===== src/hw/rtl/ceq_pkg.sv =====
// Types and codes shared by the coalescing event queue modules.
// No dependencies.
package ceq_pkg;

   localparam int NAME_KEY_BITS = 16;

   localparam logic [1:0] KIND_PUBLISH = 2'd0;
   localparam logic [1:0] KIND_POP     = 2'd1;
   localparam logic [1:0] KIND_FLUSH   = 2'd2;

   typedef enum logic [2:0] {
      STATUS_ENQUEUED  = 3'd0,
      STATUS_COALESCED = 3'd1,
      STATUS_DROPPED   = 3'd2,
      STATUS_POPPED    = 3'd3,
      STATUS_EMPTY     = 3'd4,
      STATUS_FLUSHED   = 3'd5
   } ceq_status_type;

   typedef struct packed {
      logic [1:0]         kind;
      logic [15:0]        name_key;
      logic               is_telemetry;
      logic signed [31:0] payload;
      logic               flag;
   } ceq_req_type;

   typedef struct packed {
      ceq_status_type     status;
      logic [15:0]        out_name_key;
      logic               out_class;
      logic signed [31:0] out_payload;
      logic               out_flag;
   } ceq_rsp_type;

   typedef enum logic [1:0] {
      ST_IDLE,
      ST_EXEC,
      ST_POP_READ,
      ST_POP_VALUE
   } ceq_state_type;

   typedef struct packed {
      logic alloc;
      logic set_pend;
      logic clr_pend;
      logic clr_all;
   } ceq_track_cmd_type;

   typedef struct packed {
      logic hit;
      logic hit_pend;
      logic full;
   } ceq_track_stat_type;

endpackage


===== src/hw/rtl/ceq_ram.sv =====
// Generic single-write, single-read RAM with registered read data.
// No dependencies.
module ceq_ram #(
   parameter int WIDTH = 8,
   parameter int DEPTH = 16,
   localparam int AW = (DEPTH > 1) ? $clog2(DEPTH) : 1
) (
   input  logic             clock,
   input  logic             wr_en,
   input  logic [AW-1:0]    wr_addr,
   input  logic [WIDTH-1:0] wr_data,
   input  logic             rd_en,
   input  logic [AW-1:0]    rd_addr,
   output logic [WIDTH-1:0] rd_data
);

   logic [WIDTH-1:0] mem_ff [DEPTH];
   logic [WIDTH-1:0] rd_data_ff;

   always_ff @(posedge clock) begin
      if (wr_en) begin
         mem_ff[wr_addr] <= wr_data;
      end
      if (rd_en) begin
         rd_data_ff <= mem_ff[rd_addr];
      end
   end

   assign rd_data = rd_data_ff;

endmodule


===== src/hw/rtl/ceq_track.sv =====
// Telemetry tracking table: name keys, pending marks, allocation count, key match.
// Depends on ceq_pkg.
module ceq_track #(
   parameter int SLOTS = 8,
   parameter int KW = 16,
   localparam int SW = (SLOTS > 1) ? $clog2(SLOTS) : 1
) (
   input  logic                        clock,
   input  logic                        reset,
   input  logic [KW-1:0]               lk_key,
   input  ceq_pkg::ceq_track_cmd_type  cmd,
   input  logic [SW-1:0]               cmd_slot,
   output ceq_pkg::ceq_track_stat_type stat,
   output logic [SW-1:0]               hit_slot,
   output logic [SW-1:0]               free_slot
);

   import ceq_pkg::*;

   localparam int UW = $clog2(SLOTS + 1);

   logic [KW-1:0]    keys_ff [SLOTS];
   logic [SLOTS-1:0] pend_ff;
   logic [SLOTS-1:0] pend_in;
   logic [UW-1:0]    used_ff;
   logic [UW-1:0]    used_in;
   logic [SLOTS-1:0] match;
   logic [SW-1:0]    hit_slot_c;
   logic             full;

   always_comb begin
      match      = '0;
      hit_slot_c = '0;
      for (int i = 0; i < SLOTS; i++) begin
         match[i] = (UW'(i) < used_ff) && (keys_ff[i] == lk_key);
      end
      for (int i = SLOTS - 1; i >= 0; i--) begin
         if (match[i]) begin
            hit_slot_c = SW'(i);
         end
      end
   end

   assign full          = (used_ff == UW'(SLOTS));
   assign stat.hit      = |match;
   assign stat.hit_pend = pend_ff[hit_slot_c];
   assign stat.full     = full;
   assign hit_slot      = hit_slot_c;
   assign free_slot     = used_ff[SW-1:0];

   always_comb begin
      pend_in = pend_ff;
      used_in = used_ff;
      priority if (cmd.clr_all) begin
         pend_in = '0;
      end else if (cmd.set_pend) begin
         pend_in[cmd_slot] = 1'b1;
      end else if (cmd.clr_pend) begin
         pend_in[cmd_slot] = 1'b0;
      end
      if (cmd.alloc && !full) begin
         used_in = used_ff + UW'(1);
      end
   end

   always_ff @(posedge clock) begin
      if (reset) begin
         pend_ff <= '0;
         used_ff <= '0;
      end else begin
         pend_ff <= pend_in;
         used_ff <= used_in;
      end
   end

   always_ff @(posedge clock) begin
      if (cmd.alloc && !full) begin
         keys_ff[used_ff[SW-1:0]] <= lk_key;
      end
   end

endmodule


===== src/hw/rtl/coalescing_event_queue_core.sv =====
// Coalescing event queue top level: control sequencer, FIFO pointers, result register.
// Depends on ceq_pkg, ceq_ram and ceq_track.
//
//  channel | ports                          | carries
//  req     | req_valid req_ready req_item   | ceq_req_type: publish, pop or flush
//  rsp     | rsp_valid rsp_ready rsp_item   | ceq_rsp_type: one status per valid kind
//
// One item at a time; a new item is taken only in idle. Publish, flush and empty
// pop: result registered from the execute step. Pop of a state or untracked entry:
// execute, then entry RAM read. Pop of a tracked telemetry entry: execute, entry RAM
// read, then tracked value RAM read. Unused kind gives no result.
// Reset clears pointers, fill, pending marks and slot count.
// A pending result stalls only the execute step; req is taken in idle.
module coalescing_event_queue_core #(
   parameter int QUEUE_DEPTH = 16,
   parameter int TRACK_SLOTS = 8,
   parameter int KEY_WIDTH = 16
) (
   input  logic                 clock,
   input  logic                 reset,
   input  logic                 req_valid,
   output logic                 req_ready,
   input  ceq_pkg::ceq_req_type req_item,
   output logic                 rsp_valid,
   input  logic                 rsp_ready,
   output ceq_pkg::ceq_rsp_type rsp_item
);

   import ceq_pkg::*;

   localparam int KW = (KEY_WIDTH < NAME_KEY_BITS) ? KEY_WIDTH : NAME_KEY_BITS;
   localparam int QW = $clog2(QUEUE_DEPTH);
   localparam int FW = $clog2(QUEUE_DEPTH + 1);
   localparam int SW = (TRACK_SLOTS > 1) ? $clog2(TRACK_SLOTS) : 1;
   localparam int EW = KW + 34;

   ceq_state_type      state_ff, state_in;
   ceq_req_type        item_ff;
   ceq_rsp_type        rsp_ff, rsp_in;
   logic               rsp_valid_ff, rsp_valid_in;
   logic [QW-1:0]      head_ff, head_in;
   logic [QW-1:0]      tail_ff, tail_in;
   logic [FW-1:0]      fill_ff, fill_in;

   logic               fifo_we, fifo_re;
   logic [EW-1:0]      fifo_wdata, fifo_rd;
   logic               val_we, val_re;
   logic [31:0]        val_rd;

   ceq_track_cmd_type  cmd;
   ceq_track_stat_type stat;
   logic [SW-1:0]      cmd_slot, hit_slot, free_slot, pub_slot;
   logic [KW-1:0]      item_key, rd_key, lk_key;
   logic               rd_cls, rd_flag;
   logic [31:0]        rd_val;
   logic               out_free, fifo_full, fifo_empty;
   logic               coal, tracked;

   assign item_key   = item_ff.name_key[KW-1:0];
   assign rd_key     = fifo_rd[EW-1 -: KW];
   assign rd_cls     = fifo_rd[33];
   assign rd_val     = fifo_rd[32:1];
   assign rd_flag    = fifo_rd[0];
   assign fifo_wdata = {item_key, item_ff.is_telemetry, item_ff.payload, item_ff.flag};
   assign lk_key     = (state_ff == ST_EXEC) ? item_key : rd_key;

   assign out_free   = !rsp_valid_ff || rsp_ready;
   assign fifo_full  = (fill_ff == FW'(QUEUE_DEPTH));
   assign fifo_empty = (fill_ff == '0);
   assign coal       = item_ff.is_telemetry && stat.hit && stat.hit_pend;
   assign tracked    = item_ff.is_telemetry && (stat.hit || !stat.full);
   assign pub_slot   = stat.hit ? hit_slot : free_slot;
   assign cmd_slot   = (state_ff == ST_EXEC) ? pub_slot : hit_slot;

   ceq_ram #(.WIDTH(EW), .DEPTH(QUEUE_DEPTH)) u_fifo_ram (
      .clock   (clock),
      .wr_en   (fifo_we),
      .wr_addr (tail_ff),
      .wr_data (fifo_wdata),
      .rd_en   (fifo_re),
      .rd_addr (head_ff),
      .rd_data (fifo_rd)
   );

   ceq_ram #(.WIDTH(32), .DEPTH(TRACK_SLOTS)) u_val_ram (
      .clock   (clock),
      .wr_en   (val_we),
      .wr_addr (pub_slot),
      .wr_data (item_ff.payload),
      .rd_en   (val_re),
      .rd_addr (hit_slot),
      .rd_data (val_rd)
   );

   ceq_track #(.SLOTS(TRACK_SLOTS), .KW(KW)) u_track (
      .clock     (clock),
      .reset     (reset),
      .lk_key    (lk_key),
      .cmd       (cmd),
      .cmd_slot  (cmd_slot),
      .stat      (stat),
      .hit_slot  (hit_slot),
      .free_slot (free_slot)
   );

   always_comb begin
      state_in = state_ff;
      unique case (state_ff)
         ST_IDLE: begin
            if (req_valid) begin
               state_in = ST_EXEC;
            end
         end
         ST_EXEC: begin
            if (out_free) begin
               if (item_ff.kind == KIND_POP && !fifo_empty) begin
                  state_in = ST_POP_READ;
               end else begin
                  state_in = ST_IDLE;
               end
            end
         end
         ST_POP_READ: begin
            if (rd_cls && stat.hit) begin
               state_in = ST_POP_VALUE;
            end else begin
               state_in = ST_IDLE;
            end
         end
         ST_POP_VALUE: begin
            state_in = ST_IDLE;
         end
         default: begin
            state_in = ST_IDLE;
         end
      endcase
   end

   always_comb begin
      req_ready    = 1'b0;
      fifo_we      = 1'b0;
      fifo_re      = 1'b0;
      val_we       = 1'b0;
      val_re       = 1'b0;
      cmd          = '0;
      head_in      = head_ff;
      tail_in      = tail_ff;
      fill_in      = fill_ff;
      rsp_in       = rsp_ff;
      rsp_valid_in = rsp_valid_ff && !rsp_ready;
      unique case (state_ff)
         ST_IDLE: begin
            req_ready = 1'b1;
         end
         ST_EXEC: begin
            if (out_free) begin
               unique case (item_ff.kind)
                  KIND_PUBLISH: begin
                     rsp_in       = '0;
                     rsp_valid_in = 1'b1;
                     if (coal) begin
                        val_we        = 1'b1;
                        rsp_in.status = STATUS_COALESCED;
                     end else begin
                        if (tracked) begin
                           val_we       = 1'b1;
                           cmd.alloc    = !stat.hit;
                           cmd.set_pend = !fifo_full;
                        end
                        if (fifo_full) begin
                           rsp_in.status = STATUS_DROPPED;
                        end else begin
                           fifo_we       = 1'b1;
                           tail_in       = (tail_ff == QW'(QUEUE_DEPTH - 1)) ? '0 :
                                           tail_ff + QW'(1);
                           fill_in       = fill_ff + FW'(1);
                           rsp_in.status = STATUS_ENQUEUED;
                        end
                     end
                  end
                  KIND_POP: begin
                     if (fifo_empty) begin
                        rsp_in        = '0;
                        rsp_in.status = STATUS_EMPTY;
                        rsp_valid_in  = 1'b1;
                     end else begin
                        fifo_re = 1'b1;
                        head_in = (head_ff == QW'(QUEUE_DEPTH - 1)) ? '0 : head_ff + QW'(1);
                        fill_in = fill_ff - FW'(1);
                     end
                  end
                  KIND_FLUSH: begin
                     head_in       = '0;
                     tail_in       = '0;
                     fill_in       = '0;
                     cmd.clr_all   = 1'b1;
                     rsp_in        = '0;
                     rsp_in.status = STATUS_FLUSHED;
                     rsp_valid_in  = 1'b1;
                  end
                  default: begin
                  end
               endcase
            end
         end
         ST_POP_READ: begin
            if (rd_cls && stat.hit) begin
               val_re = 1'b1;
            end else begin
               rsp_in.status       = STATUS_POPPED;
               rsp_in.out_name_key = NAME_KEY_BITS'(rd_key);
               rsp_in.out_class    = rd_cls;
               rsp_in.out_payload  = rd_val;
               rsp_in.out_flag     = rd_flag;
               rsp_valid_in        = 1'b1;
            end
         end
         ST_POP_VALUE: begin
            cmd.clr_pend        = 1'b1;
            rsp_in.status       = STATUS_POPPED;
            rsp_in.out_name_key = NAME_KEY_BITS'(rd_key);
            rsp_in.out_class    = rd_cls;
            rsp_in.out_payload  = val_rd;
            rsp_in.out_flag     = rd_flag;
            rsp_valid_in        = 1'b1;
         end
         default: begin
         end
      endcase
   end

   always_ff @(posedge clock) begin
      if (reset) begin
         state_ff     <= ST_IDLE;
         rsp_valid_ff <= 1'b0;
         head_ff      <= '0;
         tail_ff      <= '0;
         fill_ff      <= '0;
      end else begin
         state_ff     <= state_in;
         rsp_valid_ff <= rsp_valid_in;
         head_ff      <= head_in;
         tail_ff      <= tail_in;
         fill_ff      <= fill_in;
      end
   end

   always_ff @(posedge clock) begin
      if (req_valid && req_ready) begin
         item_ff <= req_item;
      end
      rsp_ff <= rsp_in;
   end

   assign rsp_valid = rsp_valid_ff;
   assign rsp_item  = rsp_ff;

`ifndef SYNTHESIS
   a_fill_bound: assert property (@(posedge clock) disable iff (reset)
      fill_ff <= FW'(QUEUE_DEPTH))
      else $error("fifo fill above depth");

   a_ptr_match: assert property (@(posedge clock) disable iff (reset)
      (fill_ff == '0 || fill_ff == FW'(QUEUE_DEPTH)) |-> (head_ff == tail_ff))
      else $error("fifo pointers disagree with fill");

   a_pop_rsp_free: assert property (@(posedge clock) disable iff (reset)
      (state_ff == ST_POP_READ || state_ff == ST_POP_VALUE) |-> !rsp_valid_ff)
      else $error("pop in progress while result register occupied");

   a_exec_follows: assert property (@(posedge clock) disable iff (reset)
      (req_valid && req_ready) |=> (state_ff == ST_EXEC))
      else $error("accepted item not executed");
`endif

endmodule


===== config.mk =====
export PLATFORM = sky130hd
export DESIGN_NAME = coalescing_event_queue_core
export DESIGN_NICKNAME = d
export VERILOG_FILES = /design/src/hw/rtl/ceq_pkg.sv /design/src/hw/rtl/ceq_ram.sv /design/src/hw/rtl/ceq_track.sv /design/src/hw/rtl/coalescing_event_queue_core.sv
export SDC_FILE = /design/constraint.sdc
export NUM_CORES = 2
export LEC_CHECK = 0
export BUFFER_PORTS_ARGS = -buffer_cell sky130_fd_sc_hd__buf_4
export CAP_MARGIN = 10
export CORE_MARGIN = 5
export CORE_UTILIZATION = 40
export CTS_CLUSTER_SIZE = 25
export DETAILED_ROUTE_END_ITERATION = 7
export MAX_ROUTING_LAYER = met4
export PLACE_DENSITY = 0.66
export SYNTH_ARGS = -nofsm -noshare
export SYNTH_HDL_FRONTEND = slang
export SYNTH_SLANG_ARGS = --single-unit
export TNS_END_PERCENT = 50

===== constraint.sdc =====
create_clock -name clock -period 7.9 [get_ports clock]
set_input_delay 1.58 -clock clock [delete_from_list [all_inputs] [get_ports clock]]
set_output_delay 1.58 -clock clock [all_outputs]
set_load 0.05 [all_outputs]

==> impl_results.md <==
* CTS clk-pin slew, worst paths at 0.06 ns
* Synthesized flop and latch total at 1,399
* Boundary pin count at 111
* Worst skew pair latency at 0.79 ns
* Top post-synthesis cells by area: edfxtp_1 (74%), mux4_2 (10%), mux2i_1 (2.5%)
* Antenna Nets Post-Route at 0
* Hold endpoint: tail_ff[0]$_SDFFE_PP0P_
* Gpl congestion at 0.951
* CP Capture Type: flip-flop
* Min setup slack post-route at 1.41 ns
* Vias at 27,900
* RSZ-0062 raised after global routing: false
* Commonest cells post-synth: edfxtp_1 (1,371), mux4_2 (250), mux2i_1 (140)
* Met3 WL at 9.43 mm
* Grt ovf at 0
* Avg WL per Cell at 26.7 um
* Yosys cell types at 81
* M1 WL at 56.0 mm
* Dpl hpwl at 75.8 mm
* Synth area leader: edfxtp_1
* Largest net degree at the start of global routing at 148
* PortBufs at 110
* Reg2reg end: u_fifo_ram.mem_ff[1][30]$_DFFE_PP_
* Worst reg2reg startpoint: state_ff[0]$_SDFFE_PP0P_
* Hold buffers post-CTS at 0
* Combinational share of power at 2.5%
* Total global routing track utilization at 18.5%
* Initial antenna violation count at 3
* Slew Limit Fails at 0
* Top FF cell, synth: edfxtp_1
* DRC Markers at 1
* Post-synth EDFFs at 1,371
* Htree depth at 4
* Min-delay src: tail_ff[0]$_SDFFE_PP0P_
* Register area share after synthesis at 75.5%
* DR pass1 iterations at 8
* Die ar. at 146,000 um2
* Max frequency at 0.154 GHz
* Clock Power Share at 44.2%
* Die height at 382 um
* Core area at 137,000 um2
* Cell internal pwr at 12.3 mW
* Final Util at 46.1%
* Max transition margin at 21.2%
* Most common cell in the synthesized netlist: edfxtp_1
* Final Setup Violations at 0
* Post-route minimum period at 6.49 ns
* Sw Pwr at 3.26 mW
* Tightest Hold Check Type: flip-flop to flip-flop
* DIE WIDTH at 382 um
* Area growth syn-to-layout at 14.5%
* Worst-margin pin slew at 1.17 ns
* LEAKAGE at 19.5 nW
* Finished Cell Area at 63,300 um2
* Final #Nets at 3,103
* Highest routed layer: met4
* TritonCTS clock tree: yes
* Total negative slack at 0 ns
* Violation count after the first detailed-routing iteration at 3,074
* Max Cap Viol at 0
* Sw frac at 21.0%
* Hold slack at 0.510 ns
* Post-CTS setup buffer count at 0
* Num rows at 136
* CP Launch Type: flip-flop
* Skew final at 0.0495 ns
* Worst-path maximum fanout at 50
* Final hold violations at 0
* DR vias/cell at 5.65
* Reg power frac at 53.3%
* Mapped Cells at 2,854
* Clock Sink Count at 1,399
* Layout cells sized above 1 at 22.6%
* R2R setup slack at 1.41 ns
* Diode count at 0
* CTS resizes at 0
* Routed WL at 132 mm
* Root Buffer: clkbuf_16
* WL met2 at 62.6 mm
* YS warnings at 0
* Mapped Nets at 2,926
* Vias in the first global route at 28,100
* Maximum vdd ir drop at 184 uV
* Failing checks: design-rule violations
* Cts bufs inserted at 147
* Post-Place Worst Slack at 1.49 ns
* Hold Path Stages at 2
* Async S/R FF share, synth at 0%
* Synth Area per Inst at 19.4 um2
* First-pass GRT wire length at 194 mm
* R2R depth at 14
* Dpl cell area at 58,500 um2
* Cell area after synthesis at 55,300 um2
* Top-area cell type share of the netlist area at 74.5%
* Pwr dens at 246 nW/um2
* Status: finished, violations left
* Kind of critical path: flip-flop to flip-flop
* Clock Path Buffers at 3
* Arrival time at the worst endpoint at 6.86 ns
* WP data required at 8.27 ns
* Crit share post-route at 82.1%
* Starting Density at 40.2%
-- worst max-delay path, cell delays in order (launching register included) --
cell	delay, ns
dfxtp_4	0.34
buf_4	0.70
nand2b_1	0.16
buf_4	0.30
mux2i_1	0.68
xnor2_1	0.20
nor4_1	0.10
nand4_1	0.24
o21ai_1	0.26
or2_2	0.41
a211oi_1	0.35
a311oi_2	0.20
a21o_4	0.28
nor2_1	0.79
and3_4	1.05
-- power groups by stage --
stage | logic (mW) | clock network (mW) | registers (mW)
after global routing | 0.412 | 7.35 | 8.31
final | 0.387 | 6.88 | 8.31
after CTS | 0.392 | 7.01 | 8.31
after detailed placement | 0.391 | 0 | 8.46
after global placement | 0.390 | 0 | 8.46
after floorplan | 0.209 | 0 | 8.45
-- sequential cells by signal (all words and copies together) (netlist names), named ones only --
signal	count
u_fifo_ram.mem_ff	800
fifo_wdata	34
head_ff	4
state_ff	2
tail_ff	4
item_ff	2
u_track.used_ff	4
item_key	16
fill_ff	5
rsp_item	53
rsp_valid	1
u_fifo_ram.rd_data	50
u_val_ram.mem_ff	256
u_track.keys_ff	128
u_val_ram.rd_data	32
-- cell type report --
cell class | count | area (um2)
clock buffers | 176 | 3830
clock inverters | 88 | 1000
fillers | 11300 | 74000
inverters | 60 | 225
multi-input cells | 1264 | 13000
flip-flops and latches | 1399 | 41700
well taps | 1794 | 2240
repair buffers | 159 | 1270
-- metrics by stage --
step	power (mW)	cells
2_1_floorplan	8.66	2854
3_3_place_gp	8.85	4676
3_5_place_dp	8.86	4676
4_1_cts	15.7	4940
5_1_grt	16.1	4940
6_report	15.6	4940
-- routing by layer --
layer  GRT usage (%)  vias to the layer above
li1                -                    11900
met1            25.0                    14700
met2            28.4                     1140
met3            3.93                      230
met4            5.56                        0
met5               -                        -
-- worst max path at each step --
stage | start | cells after the start | end
after floorplan | state_ff[1]$_SDFFE_PP0P_ | 14 | rsp_item[0]$_DFFE_PP_
after global placement | state_ff[0]$_SDFFE_PP0P_ | 14 | u_fifo_ram.mem_ff[0][30]$_DFFE_PP_
after detailed placement | state_ff[0]$_SDFFE_PP0P_ | 14 | u_fifo_ram.mem_ff[0][32]$_DFFE_PP_
after CTS | state_ff[0]$_SDFFE_PP0P_ | 14 | u_fifo_ram.mem_ff[0][32]$_DFFE_PP_
after global routing | state_ff[0]$_SDFFE_PP0P_ | 14 | u_fifo_ram.mem_ff[1][25]$_DFFE_PP_
final | state_ff[0]$_SDFFE_PP0P_ | 14 | u_fifo_ram.mem_ff[1][30]$_DFFE_PP_
-- kinds of logic (layout without fill, tap and decap cells) --
family / Yosys count / after routing / synth area share (%)
xor+xnor: 131 / 131 / 2.08
flops: 1399 / 1399 / 75.5
compound gates: 246 / 246 / 2.97
buf+inv: 191 / 483 / 1.41
simple gates: 437 / 437 / 3.88
mux: 434 / 434 / 13.8
fa+ha+maj: 16 / 16 / 0.376
-- layout by cell type (no fill, tap or decap), drive strengths merged, types with 46 or more instances in the layout --
cell    Yosys  routed
o21ai      91      91
nand2     131     131
nor2       89      89
clkinv      0      64
edfxtp   1371    1371
mux4      250     250
buf        53     159
xnor2     104     104
clkbuf     78     176
inv        60      67
nand3      46      46
mux2i     151     151
nor4       46      46
(Power assumes the default switching activity.)
